$ cat config.mk
export PLATFORM = sky130hd
export DESIGN_NAME = crc8_frame_receiver_unit
export DESIGN_NICKNAME = d
export VERILOG_FILES = /design/src/rtl/crc8fr_pkg.sv /design/src/rtl/crc8_frame_receiver_unit.sv /design/src/rtl/crc8fr_crc_serial.sv /design/src/rtl/crc8fr_body_ram.sv /design/src/rtl/crc8fr_rx_ctrl.sv /design/src/rtl/crc8frame_receiver_unit_placeholder.sv
export SDC_FILE = /design/constraint.sdc
export NUM_CORES = 1
export LEC_CHECK = 0
export BUFFER_PORTS_ARGS = -buffer_cell sky130_fd_sc_hd__buf_4
export CAP_MARGIN = 40
export CORE_MARGIN = 2
export CORE_UTILIZATION = 52
export DETAILED_ROUTE_END_ITERATION = 16
export GPL_TIMING_DRIVEN = 0
export PLACE_DENSITY = 0.68
export SLEW_MARGIN = 20
export SYNTH_ARGS = -nofsm -noshare
export SYNTH_HDL_FRONTEND = slang
export SYNTH_SLANG_ARGS = --single-unit
export TNS_END_PERCENT = 100
$ cat constraint.sdc
create_clock -name clk -period 4.1 [get_ports clk]
set_input_delay 0.205 -clock clk [delete_from_list [all_inputs] [get_ports clk]]
set_output_delay 0.205 -clock clk [all_outputs]
set_load 0.005 [all_outputs]
$ cat src/rtl/crc8fr_pkg.sv
// Shared types, constants and the CRC-8 bit step for the frame receiver.
// No dependencies; every other file in rtl/ imports this package.
package crc8fr_pkg;

  localparam int MAX_FRAME_LEN = 64;
  localparam int BODY_DEPTH    = 64;
  localparam int BODY_AW       = $clog2(BODY_DEPTH);

  localparam logic [7:0] CRC_POLY  = 8'h07;
  localparam logic [7:0] CRC_INIT  = 8'h00;
  localparam logic [7:0] SYNC_1ST  = 8'hAA;
  localparam logic [7:0] SYNC_2ND  = 8'h55;
  localparam logic [7:0] LEN_MIN   = 8'd2;
  localparam logic [7:0] LEN_MAX   = 8'(MAX_FRAME_LEN);
  localparam logic [2:0] BIT_LAST  = 3'd6;

  typedef enum logic [2:0] {
    S_SYNC1,
    S_SYNC2,
    S_LEN,
    S_BODY,
    S_CRC,
    S_EMIT
  } rx_state_t;

  typedef struct packed {
    logic       start;
    logic       clear;
    logic [7:0] data;
  } crc_cmd_t;

  // One MSB-first step of the 0x07 CRC with one message bit.
  function automatic logic [7:0] crc_bit(input logic [7:0] crc, input logic b);
    logic fb;
    fb = crc[7] ^ b;
    return {crc[6:0], 1'b0} ^ (fb ? CRC_POLY : 8'h00);
  endfunction

endpackage

$ cat src/rtl/crc8_frame_receiver_unit.sv
// Sync/length/CRC-8 frame receiver. Takes one received byte per input item and
// hunts for the pair 0xAA 0x55, then a length byte L in 2..64, then L-1 body
// bytes and a CRC-8 byte (poly 0x07, init 0, over L and the body). A frame whose
// CRC matches is delivered as L-1 result items, last_of_frame set on the final
// one; a bad length or CRC drops the frame silently. Sync, CRC and rejected
// length bytes do not stall the input; a legal length byte and each body byte
// start the bit-serial CRC register, which folds in one bit per cycle, and the
// input is stalled until all eight bits are in. After a good CRC byte the input
// is stalled while the body is read back from the 64-entry store, each result
// by a memory read and then a load of the output register, which waits while
// the output stalls. No clearing pass is needed after reset.
// Depends on crc8fr_pkg, crc8fr_rx_ctrl and crc8fr_len_check.
module crc8_frame_receiver_unit (
  input  logic       clk,
  input  logic       rst_n,
  input  logic       in_valid,
  output logic       in_stall,
  input  logic [7:0] in_rx_byte,
  output logic       out_valid,
  input  logic       out_stall,
  output logic [7:0] out_body_byte,
  output logic [5:0] out_body_length,
  output logic       out_last_of_frame
);
  import crc8fr_pkg::*;

  rx_state_t  state;
  logic       crc_busy;
  logic [5:0] emit_idx;
  logic [5:0] body_len;
  logic       idx_in_range;

  crc8fr_rx_ctrl u_ctrl (
    .clk               (clk),
    .rst_n             (rst_n),
    .in_valid          (in_valid),
    .in_stall          (in_stall),
    .in_rx_byte        (in_rx_byte),
    .out_valid         (out_valid),
    .out_stall         (out_stall),
    .out_body_byte     (out_body_byte),
    .out_body_length   (out_body_length),
    .out_last_of_frame (out_last_of_frame),
    .state             (state),
    .crc_busy          (crc_busy),
    .emit_idx          (emit_idx),
    .body_len          (body_len)
  );

  crc8fr_len_check u_len_check (
    .emit_idx     (emit_idx),
    .body_len     (body_len),
    .idx_in_range (idx_in_range)
  );

  // CRC must have settled before the body is read back
  a_emit_crc_idle: assert property (@(posedge clk) disable iff (!rst_n)
    (state == S_EMIT) |-> !crc_busy)
    else $error("CRC still busy during emission");

  a_emit_idx: assert property (@(posedge clk) disable iff (!rst_n)
    (state == S_EMIT) |-> idx_in_range)
    else $error("emit index beyond frame body");

  a_body_starts_crc: assert property (@(posedge clk) disable iff (!rst_n)
    (in_valid && !in_stall && (state == S_BODY || state == S_LEN) &&
     !(state == S_LEN && (in_rx_byte < LEN_MIN || in_rx_byte > LEN_MAX)))
    |=> crc_busy)
    else $error("accepted byte did not start the CRC");

  a_out_len: assert property (@(posedge clk) disable iff (!rst_n)
    out_valid |-> (out_body_length != 6'd0))
    else $error("result item with zero body length");

endmodule

$ cat src/rtl/crc8fr_crc_serial.sv
// Bit-serial CRC-8 register: one message bit per cycle, busy until all eight bits of a byte are folded in.
// Depends on crc8fr_pkg (crc_cmd_t, crc_bit).
module crc8fr_crc_serial (
  input  logic                clk,
  input  logic                rst_n,
  input  crc8fr_pkg::crc_cmd_t cmd,
  output logic                busy,
  output logic [7:0]          crc
);
  import crc8fr_pkg::*;

  logic [7:0] crc_r, crc_nxt;
  logic [7:0] sh_r, sh_nxt;
  logic [2:0] cnt_r, cnt_nxt;
  logic       busy_r, busy_nxt;
  logic [7:0] base;

  // first bit is folded in on the start cycle, the other seven follow
  always_comb begin
    base     = cmd.clear ? CRC_INIT : crc_r;
    crc_nxt  = crc_r;
    sh_nxt   = sh_r;
    cnt_nxt  = cnt_r;
    busy_nxt = busy_r;
    if (cmd.start) begin
      crc_nxt  = crc_bit(base, cmd.data[7]);
      sh_nxt   = {cmd.data[6:0], 1'b0};
      cnt_nxt  = '0;
      busy_nxt = 1'b1;
    end else if (busy_r) begin
      crc_nxt = crc_bit(crc_r, sh_r[7]);
      sh_nxt  = {sh_r[6:0], 1'b0};
      cnt_nxt = cnt_r + 3'd1;
      if (cnt_r == BIT_LAST) begin
        busy_nxt = 1'b0;
      end
    end
  end

  always_ff @(posedge clk) begin
    if (!rst_n) begin
      crc_r  <= CRC_INIT;
      cnt_r  <= '0;
      busy_r <= 1'b0;
    end else begin
      crc_r  <= crc_nxt;
      cnt_r  <= cnt_nxt;
      busy_r <= busy_nxt;
    end
  end

  always_ff @(posedge clk) begin
    sh_r <= sh_nxt;
  end

  assign busy = busy_r;
  assign crc  = crc_r;

endmodule

$ cat src/rtl/crc8fr_body_ram.sv
// Frame body store: one write port, one read port with registered data.
// Depends on crc8fr_pkg (BODY_DEPTH, BODY_AW).
module crc8fr_body_ram (
  input  logic                          clk,
  input  logic                          we,
  input  logic [crc8fr_pkg::BODY_AW-1:0] waddr,
  input  logic [7:0]                    wdata,
  input  logic [crc8fr_pkg::BODY_AW-1:0] raddr,
  output logic [7:0]                    rdata
);
  import crc8fr_pkg::*;

  logic [7:0] mem [BODY_DEPTH];
  logic [7:0] rdata_r;

  always_ff @(posedge clk) begin
    if (we) begin
      mem[waddr] <= wdata;
    end
    rdata_r <= mem[raddr];
  end

  assign rdata = rdata_r;

endmodule

$ cat src/rtl/crc8fr_rx_ctrl.sv
// Frame parser and body emitter: sync/length/body/CRC sequencing, output register.
// Depends on crc8fr_pkg; instantiates crc8fr_crc_serial and crc8fr_body_ram.
module crc8fr_rx_ctrl (
  input  logic       clk,
  input  logic       rst_n,
  input  logic       in_valid,
  output logic       in_stall,
  input  logic [7:0] in_rx_byte,
  output logic       out_valid,
  input  logic       out_stall,
  output logic [7:0] out_body_byte,
  output logic [5:0] out_body_length,
  output logic       out_last_of_frame,
  output crc8fr_pkg::rx_state_t state,
  output logic       crc_busy,
  output logic [5:0] emit_idx,
  output logic [5:0] body_len
);
  import crc8fr_pkg::*;

  rx_state_t state_r, state_nxt;
  logic [6:0] frame_len_r, frame_len_nxt;
  logic [5:0] body_cnt_r, body_cnt_nxt;
  logic [5:0] emit_idx_r, emit_idx_nxt;
  logic       rd_ok_r, rd_ok_nxt;
  logic       out_valid_r;
  logic [7:0] out_byte_r;
  logic [5:0] out_len_r;
  logic       out_last_r;

  crc_cmd_t   crc_cmd;
  logic [7:0] crc_val;
  logic       ram_we;
  logic [7:0] ram_rdata;

  logic       in_acc;
  logic       out_load;
  logic       emit_last;
  logic       len_ok;
  logic       body_done;
  logic [5:0] cnt_inc;

  assign in_stall  = crc_busy || (state_r == S_EMIT);
  assign in_acc    = in_valid && !in_stall;
  assign body_len  = 6'(frame_len_r - 7'd1);
  assign emit_last = (emit_idx_r == 6'(body_len - 6'd1));
  assign out_load  = (state_r == S_EMIT) && rd_ok_r && (!out_valid_r || !out_stall);
  assign len_ok    = (in_rx_byte >= LEN_MIN) && (in_rx_byte <= LEN_MAX);
  assign cnt_inc   = body_cnt_r + 6'd1;
  assign body_done = ({1'b0, cnt_inc} + 7'd1) >= frame_len_r;

  crc8fr_crc_serial u_crc (
    .clk   (clk),
    .rst_n (rst_n),
    .cmd   (crc_cmd),
    .busy  (crc_busy),
    .crc   (crc_val)
  );

  crc8fr_body_ram u_ram (
    .clk   (clk),
    .we    (ram_we),
    .waddr (body_cnt_r),
    .wdata (in_rx_byte),
    .raddr (emit_idx_r),
    .rdata (ram_rdata)
  );

  // next state
  always_comb begin
    state_nxt = state_r;
    case (state_r)
      S_SYNC1: begin
        if (in_acc && in_rx_byte == SYNC_1ST) state_nxt = S_SYNC2;
      end
      S_SYNC2: begin
        if (in_acc) state_nxt = (in_rx_byte == SYNC_2ND) ? S_LEN : S_SYNC1;
      end
      S_LEN: begin
        if (in_acc) state_nxt = len_ok ? S_BODY : S_SYNC1;
      end
      S_BODY: begin
        if (in_acc && body_done) state_nxt = S_CRC;
      end
      S_CRC: begin
        if (in_acc) state_nxt = (crc_val == in_rx_byte) ? S_EMIT : S_SYNC1;
      end
      S_EMIT: begin
        if (out_load && emit_last) state_nxt = S_SYNC1;
      end
      default: begin
        state_nxt = S_SYNC1;
      end
    endcase
  end

  // datapath controls
  always_comb begin
    crc_cmd.start = 1'b0;
    crc_cmd.clear = 1'b0;
    crc_cmd.data  = in_rx_byte;
    ram_we        = 1'b0;
    frame_len_nxt = frame_len_r;
    body_cnt_nxt  = body_cnt_r;
    emit_idx_nxt  = emit_idx_r;
    rd_ok_nxt     = 1'b0;
    case (state_r)
      S_LEN: begin
        if (in_acc && len_ok) begin
          frame_len_nxt = in_rx_byte[6:0];
          body_cnt_nxt  = '0;
          crc_cmd.start = 1'b1;
          crc_cmd.clear = 1'b1;
        end
      end
      S_BODY: begin
        if (in_acc) begin
          ram_we        = 1'b1;
          body_cnt_nxt  = cnt_inc;
          crc_cmd.start = 1'b1;
        end
      end
      S_CRC: begin
        if (in_acc) emit_idx_nxt = '0;
      end
      S_EMIT: begin
        // read address holds while its registered data is fetched and until it is loaded
        if (out_load) begin
          emit_idx_nxt = emit_idx_r + 6'd1;
        end else begin
          rd_ok_nxt = 1'b1;
        end
      end
      default: begin
      end
    endcase
  end

  always_ff @(posedge clk) begin
    if (!rst_n) begin
      state_r     <= S_SYNC1;
      frame_len_r <= '0;
      body_cnt_r  <= '0;
      emit_idx_r  <= '0;
      rd_ok_r     <= 1'b0;
      out_valid_r <= 1'b0;
    end else begin
      state_r     <= state_nxt;
      frame_len_r <= frame_len_nxt;
      body_cnt_r  <= body_cnt_nxt;
      emit_idx_r  <= emit_idx_nxt;
      rd_ok_r     <= rd_ok_nxt;
      if (out_load) begin
        out_valid_r <= 1'b1;
      end else if (!out_stall) begin
        out_valid_r <= 1'b0;
      end
    end
  end

  always_ff @(posedge clk) begin
    if (out_load) begin
      out_byte_r <= ram_rdata;
      out_len_r  <= body_len;
      out_last_r <= emit_last;
    end
  end

  assign out_valid         = out_valid_r;
  assign out_body_byte     = out_byte_r;
  assign out_body_length   = out_len_r;
  assign out_last_of_frame = out_last_r;
  assign state             = state_r;
  assign emit_idx          = emit_idx_r;

endmodule

$ cat src/rtl/crc8frame_receiver_unit_placeholder.sv
// Top-level wrapper lives in crc8_frame_receiver_unit.sv; this file holds the
// emit index range check used by it. Depends on crc8fr_pkg.
module crc8fr_len_check (
  input  logic [5:0] emit_idx,
  input  logic [5:0] body_len,
  output logic       idx_in_range
);
  import crc8fr_pkg::*;

  assign idx_in_range = (emit_idx < body_len) && (body_len != 6'd0);

endmodule
* Yosys cells after proc, flatten, opt, wreduce, memory -nomap -nowiden
Memory sizes are Yosys's and may differ from the RTL's. A register that Yosys moved wholly into a read port is not among the register bits.
Cells that the tools add are included.
** Storage, ports and cells
- Flip-flop bits (word level) :: 58
- Bits in writable memories :: 512
- Input bits :: 12
- Word-level logic and storage cells :: 107
- Memories :: 1
** Memories
- u_ctrl.u_ram.mem :: words 64, bits a word 8, read ports 1, clocked after memory_dff 1, write ports 1, RTL line crc8fr_body_ram.sv:13 : logic [7:0] mem [BODY_DEPTH];
** Operators by class
- $add $sub $neg :: 6
- Order comparisons :: 3
- Equality and inequality tests :: 20
- Mux-type cells :: 36
- Bitwise operators :: 5
- Reduce and logical (&&, ||, !) cells :: 23
** Operators with widths (number)
- 8-bit 2-to-1 mux :: 5
- 3-bit 2-to-1 mux :: 9
- 6-bit 2-to-1 mux :: 4
- 6-bit case mux with 2 select lines :: 2
- 2-bit by 1-bit != test with 1-bit output, second input constant :: 9
- 3-bit case mux with 6 select lines :: 1
- 8-bit by 3-bit XOR with 8-bit output :: 2
- 6-bit by 1-bit adder with 6-bit output, second input constant :: 2
- 6-bit by 1-bit subtractor with 6-bit output, second input constant :: 2
- 1-bit 2-to-1 mux :: 11
- 3-bit == test, second input constant :: 3
- 8-bit by 7-bit == test with 1-bit output, second input constant :: 1
- 8-bit == test :: 1
- 8-bit == test, second input constant :: 1
- 8-bit by 2-bit greater-or-equal comparator with 1-bit output, second input constant :: 1
- 8-bit by 7-bit <= comparator with 1-bit output, second input constant :: 1
- 1-bit logical AND :: 8
- 6-bit by 1-bit adder with 7-bit output, second input constant :: 1
- 7-bit greater-or-equal comparator :: 1
- 3-bit by 2-bit == test with 1-bit output, second input constant :: 2
- 6-bit == test :: 1
- 2-bit 2-to-1 mux :: 3
- 3-bit AND reduction :: 2
- 6-bit AND reduction :: 1
- 12 further kinds :: 19

* Logic depth before layout (Yosys ltp)
Gate-level depths: netlist of the first run.
- Word-level depth :: 12
- Mapped depth :: 14
- Mapped depth without buffers :: 14

* Cells and area by module
From an unflattened synthesis of the first run, not the netlist that was laid out.
** Unflattened totals
- Cells, all modules :: 1265
- Area total of the unflattened synthesis :: 23363.7 um^2
** By module, submodules not included
- crc8fr_body_ram :: times used 1, cells an instance 940, area each 20166.8 um^2
- crc8fr_rx_ctrl :: times used 1, cells an instance 239, area each 2301.0 um^2
- crc8fr_crc_serial :: times used 1, cells an instance 86, area each 895.9 um^2

* Worst setup path after synthesis of the first run
Ideal clock, no wire load.
- Path kind :: register to register
- Start point :: register u_ctrl.body_cnt_r[0]
- End point :: register u_ctrl.state_r[1] (netlist: u_ctrl.state[1])
- Data arrival time :: 3.042 ns
- Required time :: 4.020 ns
- Slack :: 0.978 ns
- Cell stages (with the launch flop) :: 13
- Path buffers :: 1
- Period minus slack after synthesis :: 3.122 ns
- Cell sequence :: dfxtp_1 -> clkbuf_1 -> clkinv_1 -> ha_1 -> o31a_1 -> nor2_1 -> xor2_1 -> ha_1 -> a2111o_1 -> a41oi_1 -> or3_1 -> nor3_1 -> nor3b_1
** Between the ends
- Cells in the longest elaborated chain, start to end :: 6
** RTL lines
- start: declaration :: RTL line crc8fr_rx_ctrl.sv:23 : logic [5:0] body_cnt_r, body_cnt_nxt;
- start signal: assignment :: RTL line crc8fr_rx_ctrl.sv:150 : body_cnt_r <= body_cnt_nxt;
- 6-bit by 1-bit adder with 6-bit output :: RTL line crc8fr_rx_ctrl.sv:49 : assign cnt_inc = body_cnt_r + 6'd1;
- 6-bit by 1-bit adder with 7-bit output :: RTL line crc8fr_rx_ctrl.sv:50 : assign body_done = ({1'b0, cnt_inc} + 7'd1) >= frame_len_r;
- 7-bit greater-or-equal comparator :: RTL line crc8fr_rx_ctrl.sv:50
- 1-bit logical AND :: RTL line crc8fr_rx_ctrl.sv:83 : if (in_acc && body_done) state_nxt = S_CRC;
- 2-bit by 1-bit != test with 1-bit output (no line)
- 6-bit AND reduction (no line)
- end signal: assignment :: RTL line crc8fr_rx_ctrl.sv:148 : state_r <= state_nxt;
- end: declaration :: RTL line crc8fr_rx_ctrl.sv:21 : rx_state_t state_r, state_nxt;
No other way between the ends.
A chain may end at the register's enable or synchronous reset.

* Worst setup path after layout of the first run
- Start point :: register u_ctrl.state_r[1] (netlist: u_ctrl.state[1])
- End point :: memory u_ctrl.u_ram.mem[35][1], enable pin
** Between the ends
- Cells in the longest elaborated chain, start to end :: 8
- Elaborated cells between the ends (all ways) :: 9
** RTL lines
- 3-bit == test :: RTL line crc8fr_rx_ctrl.sv:43 : assign in_stall = crc_busy || (state_r == S_EMIT);
- 1-bit logical OR :: RTL line crc8fr_rx_ctrl.sv:43
- 1-bit zero test :: RTL line crc8fr_rx_ctrl.sv:44 : assign in_acc = in_valid && !in_stall;
- 1-bit logical AND :: RTL line crc8fr_rx_ctrl.sv:44
- 1-bit 2-to-1 mux :: RTL line crc8fr_rx_ctrl.sv:117 : if (in_acc) begin
- 1-bit 2-to-1 mux * :: RTL line crc8fr_rx_ctrl.sv:107 : case (state_r)
- 1-bit 2-to-1 mux * :: RTL line crc8fr_body_ram.sv:17 : if (we) begin
- 1-bit 2-to-1 mux (not written as such) * :: RTL line crc8fr_body_ram.sv:18 : mem[waddr] <= wdata;
- end: declaration :: RTL line crc8fr_body_ram.sv:13
Mark *: on every way between the ends. The rest lies on a longest branch, timed or not.

==> results.py, run 1 <==
metrics = {
    "routing": {
        "drt_wl_total_um": 52700,
        "post_drt_wl_per_cell_um": 27.1,
        "drcViolationCount": 0,
        "first_pass_iters": 6,
        "drt_iter0_markers": 1417,
        "postRouteAntennaNets": 0,
        "vias_per_cell": 6.06,
        "num_vias": 11800,
    },
    "synthesis": {
        "synth_area_per_cell_um2": 19.4,
        "synthXorXnorAreaFrac_pct": 1.40,
        "synth_top_family_by_area": "multiplexers",
        "synthAdderAreaFrac_pct": 0.973,
        "yosys_register_bits": 578,
        "synthArstFlopShare_pct": 0,
        "synth_top_area_cell": "edfxtp_1",
        "ys_seq_area_share_pct": 73.1,
        "synth_flop_cell": "edfxtp_1",
        "yosysMostFrequentCell": "edfxtp_1",
        "synth_compound_area_share_pct": 2.18,
        "synthMuxAreaShare_pct": 16.1,
        "synthTopCellsByArea": "edfxtp_1 69%, mux4_2 15%, dfxtp_1 3.8%",
        "synth_top_area_share_pct": 69.3,
        "synthesis.area_um2": 23100,
        "syn-num-nets": 1223,
        "synthSimpleGateAreaFrac_pct": 4.58,
        "synth_cell_types": 55,
        "synth_edf_count": 534,
        "synth_common_cells": "534 x edfxtp_1, 158 x mux4_2, 96 x nor2_1",
        "yosysWarnings": 0,
        "syn_inst": 1193,
    },
    "global_routing": {
        "grt_start_max_net_pins": 72,
        "grt_pass1_wl_um": 78100,
        "antenna_found_initial": 2,
        "track_usage_pct": 23.4,
        "first_global_vias": 12100,
        "grt-ovfl-total": 0,
    },
    "critical_path": {
        "crit_path_max_incr_delay_ns": 0.84,
        "cp-start-kind": "flip-flop",
        "critPathArrivalTime_ns": 3.83,
        "critPathBufInv": 2,
        "crit_slowest_cell": "nor2_1",
        "critical_path.endpoint_type": "flip-flop",
        "cp.required_ns": 4.32,
        "path_class": "reg2reg",
        "path_max_fanout": 10,
        "cp_common_cell": "nor2_1",
        "path_cells": "buf_2 > nand3b_1 > nand2_1 > nor2_1 > clkbuf_1 > nand3_1 > nor2_1",
        "cpLargestDelayFamily": "simple AND/OR/NAND/NOR gates",
    },
    "timing": {
        "finalWorstSetupSlack_ns": 0.493,
        "worst_pin_slew_ns": 0.889,
        "setup_viol": 0,
        "grt_setup_unrepaired": "false",
        "fin_skew_ns": 0.0323,
        "drv_slew": 0,
        "setup_tns_ns": 0,
        "timing.final.crit_share_pct": 88.0,
        "relSlewSlack_pct": 40.7,
        "clock.fmax_mhz": 277,
        "hold_viol_final": 0,
        "fin_crit_ns": 3.61,
    },
    "flow_run": {
        "max_cap_violations": 0,
    },
    "clock_network": {
        "cts.sinks": 578,
        "cts_made_buffers": 55,
        "clkTransAtPathRegs_ns": 0.06,
        "cts-root-buf": "clkbuf_16",
        "htreeDepth": 2,
        "cts_tree": "built",
        "post-cts-setup-buffers": 0,
        "worst_skew_pair.late_latency_ns": 0.62,
        "clk_path_buf_depth": 3,
    },
    "power": {
        "p_sw_share_pct": 20.7,
        "pwr-share-comb_pct": 3.7,
        "internal_power_mw": 9.57,
        "power.density_nw_per_um2": 460,
        "switchingPower_mw": 2.50,
        "p_leak_nw": 8.16,
        "vdd_ir_drop_max_mv": 0.307,
        "power_frac_seq_pct": 53.8,
        "power_frac_clock_pct": 42.6,
    },
    "cells_and_area": {
        "postLayoutCoreUtil_pct": 59.5,
        "final_nets": 1341,
        "finalInstanceArea_um2": 26200,
        "synthToLayoutAreaGrowth_pct": 13.3,
        "nFillCells": 3186,
        "drive_gt1_share_pct": 25.3,
    },
    "placed_design": {
        "dp_slack_ns": 0.242,
        "place_hpwl_um": 34400,
        "placed_cell_area_um2": 24200,
        "gp_congestion": 0.833,
        "port_buffers": 28,
    },
    "floorplan": {
        "io-pin-count": 29,
        "start_util_pct": 52.5,
        "die_h_um": 215,
        "die_w_um": 215,
        "fp.dieArea_um2": 46200,
        "core_area_um2": 44000,
        "row_count": 77,
    },
    "min_path": {
        "hold_class": "in2reg",
    },
    "outcome": {
        "status": "finished, final reports clean",
    },
}
## routing by layer
layer	track usage [%]	wire, um
met4	8.84	1770
met1	32.3	21600
met2	36.7	25100
met3	5.41	4230
met5	0	13
## worst paths after layout
check	from	end	slack [ns]	depth (start not counted)
setup / recovery	u_ctrl.state[1]$_SDFFE_PN0P_	u_ctrl.u_ram.mem[35][1]$_DFFE_PP_	0.49	7
hold / removal	in_valid	u_ctrl.state[0]$_SDFFE_PN0P_	0.14	7
setup reg to reg	u_ctrl.state[1]$_SDFFE_PN0P_	u_ctrl.u_ram.mem[35][1]$_DFFE_PP_	0.49	7
hold reg to reg	u_ctrl.u_ram.rdata[5]$_DFF_P_	u_ctrl.out_body_byte[5]$_DFFE_PP_	0.41	0
## tightest hold or removal path: cells and delay by family
kind / cells / cell delay, ns
buf+inv: 1 / 0.11
simple gates: 5 / 0.37
compound gates: 1 / 0.04
## sequential cells by signal, summed over array words and instances (netlist names), 6 cells and up
signal and flops:
u_ctrl.u_crc.crc 8, u_ctrl.emit_idx 6, u_ctrl.body_cnt_r 6, u_ctrl.out_body_length 6, u_ctrl.out_body_byte 8, u_ctrl.u_ram.rdata 8, u_ctrl.u_ram.mem 512, u_ctrl.u_crc.sh_r 7
u_ctrl.frame_len_r 7
## metrics by stage
step,hold slack (ns),instances,total power [mW]
after detailed placement,0.390,1830,7.05
after CTS,0.119,1933,12.1
final,0.144,1948,12.1
after global routing,0.184,1947,12.4
after floorplan,0.304,1193,6.87
after global placement,0.387,1813,7.03
## cells in the final DEF (no fill, tap or decap), types with 17 or more instances in the layout
cell type	Yosys	routed
nor2_1	96	96
xor2_1	18	18
clkbuf_1	26	30
ha_1	18	18
nand2_1	53	53
clkbuf_16	0	56
dfxtp_1	44	44
edfxtp_1	534	534
mux4_2	158	158
xnor2_1	19	19
inv_1	17	17
buf_4	9	62
o21ai_0	18	18
## cell families (layout without fill, tap and decap cells)
logic type	count (synthesis)	after routing
DFF	578	578
xor gates and xnor gates	37	37
muxes	175	175
other	0	1
and+or+nand+nor	230	230
buffers and inverters	79	241
adders and majority gates	18	18
AOI/OAI and AO/OA	76	76
## cell type report
| cell class | count | area [um2] | area share (%) |
|---|---|---|---|
| buffer | 61 | 302 | 1.15 |
| antenna | 1 | 2.50 | 0.00954 |
| clock inverter | 39 | 402 | 1.53 |
| sequential | 578 | 16900 | 64.5 |
| timing repair buffer | 61 | 489 | 1.87 |
| tap | 592 | 741 | 2.83 |
| multi-input combinational | 536 | 5860 | 22.4 |
| inverter | 18 | 71.3 | 0.272 |
| clock buffer | 62 | 1430 | 5.47 |
## repair_timing
item | 4_1_cts | 5_1_grt
endpoints found under the hold margin | 3 | 0
hold buffers | 2 | 0
resized for setup | 0 | 3
setup endpoints to repair | 0 | 3
## power by group through the flow
stage,Sequential [mW],Combinational [mW],Clock (mW)
2_1_floorplan,6.61,0.257,0
3_3_place_gp,6.61,0.420,0
3_5_place_dp,6.62,0.438,0
4_1_cts,6.49,0.441,5.21
5_1_grt,6.49,0.492,5.43
6_report,6.49,0.442,5.14
Power figures use the tool's default switching activity.
==> run 2, diff against run 1 <==
--- a/config.mk
+++ b/config.mk
@@ -6,7 +6,6 @@
 export NUM_CORES = 1
 export LEC_CHECK = 0
 export BUFFER_PORTS_ARGS = -buffer_cell sky130_fd_sc_hd__buf_4
-export CAP_MARGIN = 40
 export CORE_MARGIN = 2
 export CORE_UTILIZATION = 52
 export DETAILED_ROUTE_END_ITERATION = 16
@@ -15,5 +14,6 @@
 export SLEW_MARGIN = 20
 export SYNTH_ARGS = -nofsm -noshare
 export SYNTH_HDL_FRONTEND = slang
+export SYNTH_HIERARCHICAL = 1
 export SYNTH_SLANG_ARGS = --single-unit
 export TNS_END_PERCENT = 100
==> constraint.sdc (replaced) <==
create_clock -name clk -period 3.5 [get_ports clk]
set_input_delay 0.175 -clock clk [delete_from_list [all_inputs] [get_ports clk]]
set_output_delay 0.175 -clock clk [all_outputs]
set_load 0.005 [all_outputs]
==> results.py, run 2 <==
metrics = {
    "power": {
        "design_power_total_mw": 13.7,
        "p_leak_nw": 8.00,
        "power.density_nw_per_um2": 517,
        "vdd_ir_drop_max_mv": 0.430,
    },
    "critical_path": {
        "cp.required_ns": 3.77,
        "cp-start-kind": "flip-flop",
        "reg2regPathDepth": 8,
        "path_class": "reg2reg",
        "path_max_fanout": 11,
        "ff2ff_setup_slack_ns": 0.11,
        "r2r_end": "u_ctrl/u_ram/mem[18][3]$_DFFE_PP_",
        "critPathArrivalTime_ns": 3.66,
        "critical_path.endpoint_type": "flip-flop",
        "r2r_start": "u_ctrl/state[1]$_SDFFE_PN0P_",
    },
    "synthesis": {
        "yosys_register_bits": 578,
        "syn-num-nets": 1292,
        "yosysWarnings": 6,
        "synthTopCellsByArea": "edfxtp_1 69%, mux4_2 12%, dfxtp_1 3.8%",
        "synth_top_area_share_pct": 68.6,
        "synthesis.area_um2": 23400,
        "synth_cell_types": 66,
        "synth_edf_count": 534,
        "synth_area_per_cell_um2": 18.5,
        "ys_seq_area_share_pct": 72.4,
        "synth_common_cells": "534 x edfxtp_1, 126 x mux4_2, 105 x nor2_1",
        "synth_flop_cell": "edfxtp_1",
        "yosysMostFrequentCell": "edfxtp_1",
        "synthArstFlopShare_pct": 0,
        "syn_inst": 1265,
        "synth_top_area_cell": "edfxtp_1",
    },
    "cells_and_area": {
        "regArea_um2": 16900,
        "nFillCells": 3249,
        "multi_input_area_um2": 6360,
        "synthToLayoutAreaGrowth_pct": 13.4,
        "finalInstanceArea_um2": 26500,
        "largest_register_ffs": 512,
        "layout.cells.non_filler": 1986,
        "largest-register": "u_ctrl/u_ram/mem",
        "final_cell_mix": "534 x edfxtp_1, 126 x mux4_2, 55 x clkbuf_16, 48 x nor2_1, 47 x nand2_1",
        "postLayoutCoreUtil_pct": 59.8,
        "drive_gt1_share_pct": 26.9,
        "final_nets": 1381,
        "final_common_cell": "edfxtp_1",
    },
    "min_path": {
        "hold-path-cell-count": 1,
        "holdPathEnd": "u_ctrl/u_ram/mem[33][3]$_DFFE_PP_",
        "hold_class": "in2reg",
        "min_from": "in_rx_byte[3]",
    },
    "global_routing": {
        "grt-ovfl-total": 0,
        "grt_pass1_wl_um": 81200,
        "antenna_found_initial": 2,
        "grt_start_max_net_pins": 72,
        "first_global_vias": 12500,
        "track_usage_pct": 24.0,
    },
    "clock_network": {
        "cts_tree": "built",
        "cts.sinks": 578,
        "clk_path_buf_depth": 3,
        "htreeDepth": 2,
        "clkTransAtPathRegs_ns": 0.06,
        "cts_made_buffers": 55,
        "worst_skew_pair.late_latency_ns": 0.60,
        "cts-root-buf": "clkbuf_16",
    },
    "routing": {
        "highest_layer": "met4",
        "drt-met1-wl_um": 21600,
        "wl_met3_um": 4680,
        "first_pass_iters": 5,
        "postRouteAntennaNets": 0,
        "num_vias": 12400,
        "post_drt_wl_per_cell_um": 27.6,
        "drcViolationCount": 0,
        "met2_length_um": 26800,
        "drt_iter0_markers": 1499,
        "vias_per_cell": 6.26,
        "drt_wl_total_um": 54700,
    },
    "timing": {
        "finalWorstSetupSlack_ns": 0.107,
        "relSlewSlack_pct": 27.5,
        "fin_crit_ns": 3.39,
        "whs_ns": 0.135,
        "setup_viol": 0,
        "fin_skew_ns": 0.0162,
        "worst_pin_slew_ns": 1.09,
        "hold_viol_final": 0,
        "drv_slew": 0,
        "timing.final.crit_share_pct": 96.9,
        "setup_tns_ns": 0,
        "clock.fmax_mhz": 295,
        "grt_setup_unrepaired": "true",
    },
    "floorplan": {
        "fp.dieArea_um2": 46600,
        "die_w_um": 216,
        "io-pin-count": 29,
        "start_util_pct": 52.7,
        "core_area_um2": 44300,
        "die_h_um": 216,
        "row_count": 77,
    },
    "placed_design": {
        "placedCellCount": 1886,
        "dp_slack_ns": -0.270,
        "gp_congestion": 0.909,
        "place_hpwl_um": 34500,
        "placed_cell_area_um2": 24400,
        "port_buffers": 28,
    },
    "outcome": {
        "status": "finished, final reports clean",
    },
    "flow_run": {
        "max_cap_violations": 0,
    },
}
[run 2: cell types whose count changed in the layout (fill, tap and decap cells not counted), moves of 9 or more]
cell and change:
nor2_1 -48, nor2_2 +24, nand2b_1 +11, mux4_2 -32, buf_4 -17, a22oi_1 -9, xor2_1 -10, mux2_2 +15
mux2i_1 +22, nor2_4 +33
[run 2: cell families (layout without fill, tap and decap cells)]
group | count (synthesis) | in the layout | synth area share (%)
other | 0 | 1 | 0
multiplexers | 180 | 180 | 14.6
XOR/XNOR | 33 | 33 | 1.24
adder cells (fa/ha/maj) | 15 | 15 | 0.803
AO/OA/AOI/OAI | 114 | 114 | 3.59
flip-flops | 578 | 578 | 72.4
buffers and inverters | 79 | 207 | 1.92
AND/OR/NAND/NOR | 266 | 266 | 5.48
[run 2: critical path, cell delays in order, from the launching register on]
cell and delay [ns]:
dfxtp_1 0.45, and2b_2 0.28, and2_1 0.20, or3_1 0.36, buf_2 0.19, inv_1 0.29, nor2b_2 0.41, nand2_2 0.44
nor2_4 0.43
[run 2: layout make-up]
cell class                 instances  area share, %
timing repair buffer              33           1.03
buffer                            60           1.42
clock buffer                      71           5.65
tap                              592           2.80
inverter                          18          0.255
multi-input combinational        608           24.0
clock inverter                    25          0.964
sequential                       578           63.9
antenna                            1        0.00945
[run 2: worst max path at each step]
stage	startpoint	cells past startpoint	end	slack, ns
4_1_cts	u_ctrl/state[1]$_SDFFE_PN0P_	8	u_ctrl/u_ram/mem[40][3]$_DFFE_PP_	-0.22
5_1_grt	u_ctrl/state[1]$_SDFFE_PN0P_	8	u_ctrl/u_ram/mem[34][7]$_DFFE_PP_	-0.03
2_1_floorplan	u_ctrl/state[1]$_SDFFE_PN0P_	8	u_ctrl/u_ram/mem[62][0]$_DFFE_PP_	0.72
3_5_place_dp	u_ctrl/state[1]$_SDFFE_PN0P_	8	u_ctrl/u_ram/mem[56][4]$_DFFE_PP_	-0.27
6_report	u_ctrl/state[1]$_SDFFE_PN0P_	8	u_ctrl/u_ram/mem[18][3]$_DFFE_PP_	0.11
3_3_place_gp	u_ctrl/state[1]$_SDFFE_PN0P_	8	u_ctrl/u_ram/mem[56][5]$_DFFE_PP_	-0.11
[run 2: layer usage]
metal  GRT usage (%)  up-vias
met3            4.28       95
li1                -     5268
met4            8.52        0
met2            39.0      518
met5               0        -
met1            33.1     6560
[run 2: report_power, final]
| part | internal (mW) | leakage, nW | switching, mW | total [mW] |
|---|---|---|---|---|
| registers | 7.57 | 5.14 | 0.0248 | 7.59 |
| clock network | 3.36 | 0.851 | 2.46 | 5.82 |
| logic | 0.0953 | 2.01 | 0.206 | 0.301 |
[run 2: repair_timing]
action,CTS,global route
hold buffers,2,0
setup buffers,0,2
endpoints found under the hold margin,12,0
resized for setup,52,48
endpoints found under the setup margin,437,449
